## src/hw/rtl/cpf_pkg.sv

```systemverilog
// ----------------------------------------------------------------------------
// cpf_pkg
// Shared types and constants for the command packet framer.
// ----------------------------------------------------------------------------
package cpf_pkg;

    localparam logic [7:0]  HDR_BYTE0  = 8'hEF;
    localparam logic [7:0]  HDR_BYTE1  = 8'h01;
    localparam logic [7:0]  PKT_FLAG   = 8'h01;
    localparam logic [31:0] ADDR_RESET = 32'hFFFF_FFFF;

    // Byte position within a serialized packet
    localparam int STEP_W = 4;
    localparam logic [STEP_W-1:0] STEP_HDR0   = 4'd0;
    localparam logic [STEP_W-1:0] STEP_HDR1   = 4'd1;
    localparam logic [STEP_W-1:0] STEP_ADDR3  = 4'd2;
    localparam logic [STEP_W-1:0] STEP_ADDR2  = 4'd3;
    localparam logic [STEP_W-1:0] STEP_ADDR1  = 4'd4;
    localparam logic [STEP_W-1:0] STEP_ADDR0  = 4'd5;
    localparam logic [STEP_W-1:0] STEP_FLAG   = 4'd6;
    localparam logic [STEP_W-1:0] STEP_LEN_HI = 4'd7;
    localparam logic [STEP_W-1:0] STEP_LEN_LO = 4'd8;
    localparam logic [STEP_W-1:0] STEP_BODY   = 4'd9;
    localparam logic [STEP_W-1:0] STEP_CK_HI  = 4'd10;
    localparam logic [STEP_W-1:0] STEP_CK_LO  = 4'd11;

    // One output byte handed from the sequencer to the output register
    typedef struct packed {
        logic [7:0] data;
        logic       pkt_end;
    } beat_t;

endpackage

```

## src/hw/rtl/command_packet_framer_core.sv

```systemverilog
// ----------------------------------------------------------------------------
// command_packet_framer_core
// Frames command body bytes into packets: header, address, flag, length,
// body and a 16-bit sum checksum.
// ----------------------------------------------------------------------------
//   channel   handshake            payload
//   in        in_valid/in_ready    body_byte, first_byte, last_byte, packet_length
//   out       out_valid/out_ready  out_byte, packet_end
//   cfg       cfg_wr_en            cfg_wr_data (module address)
//
// One output byte per cycle while the output is not stalled. An item holds the
// sequencer until its bytes are out: header, address, flag and length if it
// opens a packet, the body byte, the checksum if it closes; a discard emits none.
// The next item is taken in the cycle the current one emits its final byte.
// Output stalls hold the output register and back up into the sequencer.
// Reset empties both stages, closes any packet and sets the address to all ones.
// ----------------------------------------------------------------------------
module command_packet_framer_core (
    input  logic        clk,
    input  logic        rst_n,
    input  logic        cfg_wr_en,
    input  logic [31:0] cfg_wr_data,
    input  logic        in_valid,
    output logic        in_ready,
    input  logic [7:0]  body_byte,
    input  logic        first_byte,
    input  logic        last_byte,
    input  logic [15:0] packet_length,
    output logic        out_valid,
    input  logic        out_ready,
    output logic [7:0]  out_byte,
    output logic        packet_end
);
    import cpf_pkg::*;

    logic [31:0] addr_reg;
    logic        out_valid_reg, out_valid_next;
    logic [7:0]  out_byte_reg;
    logic        packet_end_reg;

    logic        beat_valid;
    logic        out_load;
    beat_t       beat;

    assign out_load = !out_valid_reg || out_ready;

    cpf_seq u_seq (
        .clk            (clk),
        .rst_n          (rst_n),
        .module_address (addr_reg),
        .in_valid       (in_valid),
        .in_ready       (in_ready),
        .body_byte      (body_byte),
        .first_byte     (first_byte),
        .last_byte      (last_byte),
        .packet_length  (packet_length),
        .beat_valid     (beat_valid),
        .beat_ready     (out_load),
        .beat           (beat)
    );

    assign out_valid_next = out_load ? beat_valid : out_valid_reg;

    always_ff @(posedge clk or negedge rst_n)
    begin
        if (!rst_n)
        begin
            addr_reg      <= ADDR_RESET;
            out_valid_reg <= 1'b0;
        end
        else
        begin
            if (cfg_wr_en)
            begin
                addr_reg <= cfg_wr_data;
            end
            out_valid_reg <= out_valid_next;
        end
    end

    always_ff @(posedge clk)
    begin
        if (out_load && beat_valid)
        begin
            out_byte_reg   <= beat.data;
            packet_end_reg <= beat.pkt_end;
        end
    end

    assign out_valid  = out_valid_reg;
    assign out_byte   = out_byte_reg;
    assign packet_end = packet_end_reg;

endmodule

```

## src/hw/rtl/cpf_seq.sv

```systemverilog
// ----------------------------------------------------------------------------
// cpf_seq
// Holds one input item and steps through the bytes it produces, one byte
// per cycle while beat_ready is high, keeping the running checksum.
// ----------------------------------------------------------------------------
module cpf_seq (
    input  logic          clk,
    input  logic          rst_n,
    input  logic [31:0]   module_address,
    input  logic          in_valid,
    output logic          in_ready,
    input  logic [7:0]    body_byte,
    input  logic          first_byte,
    input  logic          last_byte,
    input  logic [15:0]   packet_length,
    output logic          beat_valid,
    input  logic          beat_ready,
    output cpf_pkg::beat_t beat
);
    import cpf_pkg::*;

    logic              item_valid_reg, item_valid_next;
    logic [STEP_W-1:0] step_reg, step_next;
    logic [7:0]        byte_reg;
    logic              first_reg;
    logic              last_reg;
    logic [15:0]       len_reg;
    logic [15:0]       sum_reg, sum_next;
    logic              in_pkt_reg, in_pkt_next;

    logic        drop;
    logic        fire;
    logic        last_step;
    logic        done;
    logic [15:0] seed;
    logic [15:0] body_sum;

    // A continuation byte with no open packet is discarded
    assign drop = item_valid_reg && (step_reg == STEP_BODY) && !first_reg && !in_pkt_reg;
    assign beat_valid = item_valid_reg && !drop;
    assign fire = beat_valid && beat_ready;
    assign last_step = (step_reg == (last_reg ? STEP_CK_LO : STEP_BODY));
    assign done = drop || (fire && last_step);
    assign in_ready = !item_valid_reg || done;

    assign seed = {8'd0, PKT_FLAG} + {8'd0, len_reg[15:8]} + {8'd0, len_reg[7:0]};
    assign body_sum = (first_reg ? seed : sum_reg) + {8'd0, byte_reg};

    always_comb
    begin
        beat.pkt_end = (step_reg == STEP_CK_LO);
        case (step_reg)
            STEP_HDR0:   beat.data = HDR_BYTE0;
            STEP_HDR1:   beat.data = HDR_BYTE1;
            STEP_ADDR3:  beat.data = module_address[31:24];
            STEP_ADDR2:  beat.data = module_address[23:16];
            STEP_ADDR1:  beat.data = module_address[15:8];
            STEP_ADDR0:  beat.data = module_address[7:0];
            STEP_FLAG:   beat.data = PKT_FLAG;
            STEP_LEN_HI: beat.data = len_reg[15:8];
            STEP_LEN_LO: beat.data = len_reg[7:0];
            STEP_BODY:   beat.data = byte_reg;
            STEP_CK_HI:  beat.data = sum_reg[15:8];
            STEP_CK_LO:  beat.data = sum_reg[7:0];
            default:     beat.data = 8'd0;
        endcase
    end

    always_comb
    begin
        item_valid_next = item_valid_reg;
        step_next       = step_reg;
        sum_next        = sum_reg;
        in_pkt_next     = in_pkt_reg;

        if (fire && (step_reg == STEP_BODY))
        begin
            sum_next    = body_sum;
            in_pkt_next = 1'b1;
        end
        else if (fire && (step_reg == STEP_CK_LO))
        begin
            sum_next    = 16'd0;
            in_pkt_next = 1'b0;
        end

        if (in_valid && in_ready)
        begin
            item_valid_next = 1'b1;
            step_next       = first_byte ? STEP_HDR0 : STEP_BODY;
        end
        else if (done)
        begin
            item_valid_next = 1'b0;
        end
        else if (fire)
        begin
            step_next = step_reg + 1'b1;
        end
    end

    always_ff @(posedge clk or negedge rst_n)
    begin
        if (!rst_n)
        begin
            item_valid_reg <= 1'b0;
            step_reg       <= STEP_HDR0;
            sum_reg        <= 16'd0;
            in_pkt_reg     <= 1'b0;
        end
        else
        begin
            item_valid_reg <= item_valid_next;
            step_reg       <= step_next;
            sum_reg        <= sum_next;
            in_pkt_reg     <= in_pkt_next;
        end
    end

    always_ff @(posedge clk)
    begin
        if (in_valid && in_ready)
        begin
            byte_reg  <= body_byte;
            first_reg <= first_byte;
            last_reg  <= last_byte;
            len_reg   <= packet_length;
        end
    end

endmodule

```

## config.mk

```make
export PLATFORM = sky130hd
export DESIGN_NAME = command_packet_framer_core
export DESIGN_NICKNAME = d
export VERILOG_FILES = /design/src/hw/rtl/cpf_pkg.sv /design/src/hw/rtl/command_packet_framer_core.sv /design/src/hw/rtl/cpf_seq.sv
export SDC_FILE = /design/constraint.sdc
export NUM_CORES = 1
export LEC_CHECK = 0
export BUFFER_PORTS_ARGS = -buffer_cell sky130_fd_sc_hd__buf_2
export CORE_ASPECT_RATIO = 1.75
export CORE_MARGIN = 3
export CORE_UTILIZATION = 50
export CTS_CLUSTER_SIZE = 25
export DETAILED_ROUTE_END_ITERATION = 10
export GPL_ROUTABILITY_DRIVEN = 0
export PLACE_DENSITY = 0.74
export SLEW_MARGIN = 25
export SYNTH_ARGS = -nofsm -noshare
export SYNTH_HDL_FRONTEND = slang
export SYNTH_SLANG_ARGS = --single-unit
```

## constraint.sdc

```tcl
create_clock -name clk -period 3.5 [get_ports clk]
set_input_delay 0.7 -clock clk [delete_from_list [all_inputs] [get_ports clk]]
set_output_delay 0.7 -clock clk [all_outputs]
set_load 0.01 [all_outputs]
```

==> results of run 1 <==
-- what timing repair did --
item	CTS	global route
endpoints found under the setup margin	8	10
pin swaps	5	15
resized for setup	5	22
buffers inserted	0	2
-- area by class of cell --
type | count | area (um^2) | share of cell area
inverter | 15 | 56.3 | 0.00898
multi-input combinational | 323 | 2670 | 0.425
clock inverter | 7 | 105 | 0.0168
tap | 125 | 156 | 0.0250
timing repair buffer | 103 | 591 | 0.0942
sequential | 90 | 2470 | 0.394
clock buffer | 9 | 225 | 0.0359
-- layout by cell type, fill, tap and decap left out, drive strengths merged, types with 3 or more instances in the layout --
cell type,count
dfstp,32
nand2,29
a211o,3
mux2i,8
a21o,5
a22o,11
ha,23
inv,15
clkinv,3
clkbuf,9
and4,3
a222oi,4
o21a,7
dfrtp,23
mux2,44
nor3,3
xor2,4
edfxtp,35
o22ai,5
a211oi,6
xnor2,16
o21ai,30
a22oi,8
a21oi,20
nor2b,5
a21boi,3
buf,103
nand3,10
nand2b,8
o31ai,3
o211ai,4
nor2,28
nand4,5
-- stage by stage --
stage	util	instances	total power [W]	hold slack (ns)	worst slack [ns]
2_1_floorplan	-	449	0.00317	0.404	-0.118
3_3_place_gp	0.584	654	0.00386	0.488	-0.0559
3_5_place_dp	0.584	654	0.00391	0.488	-0.132
4_1_cts	0.620	670	0.00500	0.448	-0.117
5_1_grt	0.632	672	0.00543	0.488	-0.308
6_report	0.632	672	0.00513	0.439	-0.149
-- path summary, 6_finish.rpt --
path                                        from           endpoint  slack [ns]  depth (start not counted)
min in group clk                       last_byte     u_seq.last_reg        0.52                          1
worst min register to register  u_seq.in_pkt_reg   u_seq.in_pkt_reg        0.52                          2
worst max register to register  u_seq.len_reg[8]  u_seq.sum_reg[15]       -0.15                         16
worst max-delay path            u_seq.len_reg[8]  u_seq.sum_reg[15]       -0.15                         16
worst min-delay path                       rst_n  u_seq.step_reg[0]        0.44                          1
max in group asynchronous                  rst_n       addr_reg[12]        2.21                          2
-- logic make-up (layout without fill, tap and decap cells) --
family / count (synthesis) / in the layout
compound gates: 128 / 128
simple gates: 98 / 98
flops: 90 / 90
mux: 52 / 52
buf+inv: 36 / 134
fa+ha+maj: 25 / 25
xor+xnor: 20 / 20
-- cells in the mapped netlist, drive strengths merged (2+ instances only) --
| master | n |
|---|---|
| nand4 | 5 |
| a32oi | 2 |
| o21ai | 30 |
| nand2 | 29 |
| and2 | 2 |
| or3 | 2 |
| a22oi | 8 |
| nor2b | 5 |
| nor2 | 28 |
| dfrtp | 23 |
| fa | 2 |
| a31o | 2 |
| o41ai | 2 |
| o21a | 7 |
| xnor2 | 16 |
| mux2 | 44 |
| a21oi | 20 |
| nand2b | 8 |
| and4 | 3 |
| nor3 | 3 |
| inv | 15 |
| ha | 23 |
| a211o | 3 |
| buf | 5 |
| a222oi | 4 |
| dfstp | 32 |
| o211ai | 4 |
| a21o | 5 |
| a211oi | 6 |
| a21boi | 3 |
| nand3 | 10 |
| mux2i | 8 |
| o31ai | 3 |
| o2bb2ai | 2 |
| clkbuf | 16 |
| a22o | 11 |
| xor2 | 4 |
| edfxtp | 35 |
| o22ai | 5 |
-- power groups by stage --
stage / Sequential, W / Clock (W) / Combinational, W
floorplan: 0.00159 / 0 / 0.00158
global placement: 0.00168 / 0 / 0.00218
detailed placement: 0.00168 / 0 / 0.00223
CTS: 0.00167 / 0.00107 / 0.00226
global route: 0.00171 / 0.00111 / 0.00261
finish: 0.00168 / 0.00106 / 0.00239
-- per-layer routing --
| metal | track usage | vias up |
|---|---|---|
| met2 | 0.404 | 166 |
| met4 | 0.151 | 0 |
| li1 | - | 1865 |
| met5 | 0 | - |
| met3 | 0.0466 | 53 |
| met1 | 0.286 | 1959 |
-- worst max-delay path, cell delays in order, from the launching register on --
cell	delay, ns
edfxtp_1	0.44
ha_4	0.19
xor2_1	0.14
ha_1	0.34
nor2b_4	0.15
o31a_1	0.25
o21a_1	0.17
nor2_1	0.10
xnor2_1	0.08
mux2_4	0.27
ha_4	0.16
or3_4	0.36
o32a_1	0.32
a21o_1	0.19
a21boi_4	0.16
a31o_1	0.21
nand3_1	0.06
==> impl_summary.txt, run 1 <==
----------------------------------------------------
[Outcome]
  Result of the run ... finished with violations
  Failing checks ... negative setup slack

[Synth]
  Cell variety after synth ... 63
  Register area share after synthesis ... 0.485
  Post-Synth XOR/XNOR Area ... 0.0344
  Primary flip-flop cell chosen by synthesis mapping ... edfxtp_1
  Simple-gate share of the synthesized area ... 0.0952
  Average size of a mapped cell ... 11.3 um^2
  Proportion of synthesized area in mux cells ... 0.114
  Area share of fa/ha/maj cells after synthesis ... 0.0645
  Proportion of synthesized flip-flops having asynchronous set or reset ... 0.611
  Cells after synthesis ... 449
  Complex-gate fraction of the synthesized area ... 0.180
  Most area-hungry cell type in the Yosys netlist ... edfxtp_1
  EDFF count, synth ... 35
  Yosys warning total ... 0
  Post-synth net total ... 537
  Area fraction of the dominant cell type after synthesis ... 0.207
  Combined area of all synthesized cells ... 5090 um^2
  Cell types occupying the most area after synthesis ... edfxtp_1 (21%), dfstp_2 (17%), dfrtp_1 (11%), mux2_2 (9.5%), ha_1 (5.7%)
  Synthesized flop and latch total ... 90
  Combinational family with the most area after synthesis ... compound AO/OA/AOI/OAI gates

[Global route]
  Pin count of the biggest net entering global routing ... 33
  Initial antenna violation count ... 0
  Sum of overflow across all layers after global routing ... 0
  Global-route wire length before repair ... 21.2 mm
  Total routing usage reported by global routing ... 0.246
  Vias in the first global route ... 4159

[Floorplanning]
  CORE AREA ... 9910 um^2
  Initial Utilization ... 0.513
  DIE AREA ... 11500 um^2
  Die span in y ... 139 um
  Number of primary I/O pins ... 74
  # rows ... 48
  Die extent in x ... 82.2 um

[Routing]
  Vias/cell ... 6.02
  Total length of routed met2 wires ... 6.92 mm
  WL/cell ... 19.7 um
  First-iteration detailed-routing DRC count ... 263
  DRC Markers ... 0
  Wire length on met3 ... 717 um
  Total number of vias ... 4043
  Total wirelength of the detailed-routed design ... 13.3 mm
  Router iterations before antenna repair ... 5
  Max layer used ... met4
  Post-Route M1 WL ... 4.73 mm
  DRT antenna net count ... 0

[Flow run]
  Number of maximum-capacitance violations ... 0

[Worst setup path]
  CP arrival ... 3.93 ns
  Startpoint types ... flop
  Crit end category ... flop
  Critical path class ... reg -> reg
  Required time of the critical path ... 3.78 ns
  Largest fanout on the critical path ... 4

[Timing]
  Final period demand of the worst path ... 3.65 ns
  Total Neg Setup Slack ... -0.504 ns
  Final clock skew ... 0.0103 ns
  Slew of the pin with the lowest slew margin ... 1.03 ns
  Max-slew headroom at the worst pin ... 0.308
  Unrepaired setup endpoints after global routing ... yes
  Final Max Slew Viols ... 0
  Count of endpoints failing hold in the final timing report ... 0
  Setup-violating endpoint count in the final report ... 5
  Final cycle utilization of the critical path ... 1.04
  Upper clock frequency limit ... 0.274 GHz
  Min setup slack post-route ... -0.149 ns

[Place]
  HPWL after DPL ... 10.1 mm
  IO Port Bufs ... 73
  Placed standard-cell area ... 5790 um^2

[Clocking]
  Number of levels the H-tree was split into ... 3
  Skew-Pair Late Insertion Delay ... 0.35 ns
  Cts hold-fix bufs ... 0
  Clock tree buffer depth ... 2
  Number of buffers created by CTS ... 9
  CTS sink cnt ... 90
  Clock input transition at the sequential cells of the worst setup and hold paths ... 0.07 ns
  Clock root buffer master ... clkbuf_16
  TritonCTS clock tree ... done

[Finish]
  Finished Cell Area ... 6270 um^2
  Layout Nets ... 630
  # diodes ... 0
  Fraction of layout cells with a size suffix above 1 ... 0.413
  Flip-flop count of the largest register after layout ... 32
  Fillers ... 801
  Area Overhead vs Synth ... 23.2%

[Power and ir drop]
  Net switching power ... 0.00196 W
  Net switching fraction of the power ... 0.381
  Power Internal ... 0.00318 W
  Leakage component of the power ... 2.59 nW
  Power per Cell Area ... 819 nW/um^2
  Logic gate share of total power ... 0.466
  Worst VDD drop ... 467 uV
  Part of the power in registers ... 0.328
  Power share of the clock group ... 0.206

[Worst hold path]
  Worst hold path class ... in -> async

----------------------------------------------------
(Power assumes the default switching activity.)
==> inputs of run 2 (changes only) <==
Settings changed: PLACE_DENSITY 0.74 to 0.71.
Clock period 3.5 ns to 4.25 ns, I/O delays scaled along.
==> run 2 against run 1 <==
The flow now finishes without violations; largest cell class unchanged; final cell count shrank 3.3%; sequential power shrank 18%; power decreased by 23%; largest power group unchanged; critical path type unchanged; design area decreased by 5.5%; maximum frequency down 11%; combinational power is 28% lower; first-iteration DRC count up 11%; core utilization is 3.5 points lower; global-route usage increased by 0.67 points; highest routed layer unchanged; non-clock buffer count is 22 lower; critical path depth stayed put.
==> impl_summary.txt, run 2 (synthesized netlist as in run 1, its figures left out) <==
----------------------------------------------------
[Clocking]
  Clock input transition at the sequential cells of the worst setup and hold paths ... 0.07 ns
  Clock root buffer master ... clkbuf_16
  Skew-Pair Late Insertion Delay ... 0.34 ns
  Clock tree buffer depth ... 2
  Setup Buffers After CTS ... 0
  Cts hold-fix bufs ... 0
  Post-CTS resize count ... 0
  Number of buffers created by CTS ... 9
  Number of levels the H-tree was split into ... 3
  TritonCTS clock tree ... done
  CTS sink cnt ... 90

[Worst setup path]
  Required time of the critical path ... 4.47 ns
  Largest fanout on the critical path ... 6
  Capture point of the worst reg-to-reg path ... u_seq.sum_reg[9]
  Startpoint types ... flop
  Crit end category ... flop
  Launching instance or port of the critical path ... u_seq.len_reg[8]
  Crit Reg-Reg Startpoint ... u_seq.len_reg[8]
  FF-to-FF path depth ... 16
  CP arrival ... 4.30 ns
  Setup slack of the most critical reg-to-reg path ... 0.17 ns
  Critical path class ... reg -> reg

[Floorplanning]
  Initial Utilization ... 0.513
  Number of primary I/O pins ... 74
  Die span in y ... 139 um
  Die extent in x ... 82.2 um
  CORE AREA ... 9910 um^2
  DIE AREA ... 11500 um^2
  # rows ... 48

[Routing]
  DRT antenna net count ... 0
  Total number of vias ... 3962
  Total wirelength of the detailed-routed design ... 13.3 mm
  Vias/cell ... 6.10
  WL/cell ... 20.4 um
  DRC Markers ... 0
  Router iterations before antenna repair ... 7
  First-iteration detailed-routing DRC count ... 293

[Worst hold path]
  Worst hold path class ... reg -> reg
  Worst hold stages ... 2
  Hold Path End ... u_seq.in_pkt_reg
  Worst Min Path Start ... u_seq.in_pkt_reg

[Place]
  Worst slack at placement ... 0.116 ns
  Placed standard-cell area ... 5590 um^2
  HPWL after DPL ... 10.0 mm
  IO Port Bufs ... 73
  Number of placed cells counting well taps ... 634

[Timing]
  Max-slew headroom at the worst pin ... 0.510
  Upper clock frequency limit ... 0.245 GHz
  Total Neg Setup Slack ... 0 ns
  Final Max Slew Viols ... 0
  Final period demand of the worst path ... 4.08 ns
  Unrepaired setup endpoints after global routing ... no
  Final cycle utilization of the critical path ... 0.960
  Final clock skew ... 0.00929 ns
  Count of endpoints failing hold in the final timing report ... 0
  Final hold slack ... 0.507 ns
  Setup-violating endpoint count in the final report ... 0
  Min setup slack post-route ... 0.169 ns
  Slew of the pin with the lowest slew margin ... 0.735 ns

[Flow run]
  Number of maximum-capacitance violations ... 0

[Finish]
  Top library cells by usage in the layout, fill and taps aside ... buf_2 (73), mux2_2 (43), edfxtp_1 (35), dfstp_2 (32), nand2_1 (29)
  # diodes ... 0
  Commonest non-fill, non-tap cell in the layout ... buf_2
  Post-route insts no fill ... 650
  Fillers ... 843
  Area Overhead vs Synth ... 16.4%
  Layout Nets ... 608
  Finished Cell Area ... 5920 um^2
  Fraction of layout cells with a size suffix above 1 ... 0.345
  Flip-flop count of the largest register after layout ... 32

[Global route]
  Pin count of the biggest net entering global routing ... 56
  Initial antenna violation count ... 0
  Vias in the first global route ... 4089
  Global-route wire length before repair ... 21.4 mm
  Sum of overflow across all layers after global routing ... 0
  Total routing usage reported by global routing ... 0.253

[Outcome]
  Result of the run ... finished, final reports clean

[Power and ir drop]
  Leakage component of the power ... 2.45 nW
  Worst VDD drop ... 378 uV
  Power per Cell Area ... 672 nW/um^2

----------------------------------------------------
[run 2: how the worst max path moves through the flow]
stage	to	slack, ns	cells past startpoint
after floorplan	u_seq.sum_reg[9]	0.50	16
after global routing	u_seq.sum_reg[9]	0.01	16
after global placement	u_seq.sum_reg[12]	0.27	16
after detailed placement	u_seq.sum_reg[12]	0.12	16
final	u_seq.sum_reg[9]	0.17	16
after CTS	u_seq.sum_reg[12]	0.07	16
[run 2: layout make-up]
| cell class | instances | area [um^2] | share of cell area |
|---|---|---|---|
| Sequential cell | 90 | 2470 | 0.417 |
| Timing Repair Buffer | 81 | 425 | 0.0718 |
| Multi-Input combinational cell | 323 | 2490 | 0.420 |
| Inverter | 15 | 56.3 | 0.00951 |
| Clock inverter | 6 | 87.6 | 0.0148 |
| Clock buffer | 10 | 239 | 0.0404 |
| Tap cell | 125 | 156 | 0.0264 |
[run 2: power by group]
part	switching (W)	internal, W
sequential	0.000204	0.00117
combinational	0.000990	0.000744
clock	0.000340	0.000532
[run 2: worst max-delay path: stages, from the launching register on]
cell,delay [ns]
edfxtp_1,0.49
ha_1,0.35
xor2_1,0.17
ha_1,0.34
nor2b_1,0.16
o31a_1,0.29
o21a_1,0.18
nor2_1,0.11
xnor2_1,0.07
mux2_2,0.27
ha_1,0.23
or3_1,0.35
o32a_1,0.33
a21o_1,0.21
a21boi_2,0.18
xnor2_1,0.16
o21ai_1,0.07
[run 2: through the flow]
stage	power (W)	utilization
after floorplan	0.00256	-
after global placement	0.00303	0.564
after detailed placement	0.00307	0.564
after CTS	0.00395	0.597
after global routing	0.00422	0.598
final	0.00398	0.598
[run 2: layer usage]
layer / vias to the layer above / part of all wire / global-route usage
li1: 1826 / - / -
met1: 1950 / 0.37 / 0.293
met2: 141 / 0.52 / 0.419
met3: 45 / 0.044 / 0.0479
met4: 0 / 0.059 / 0.149
met5: - / 0 / 0
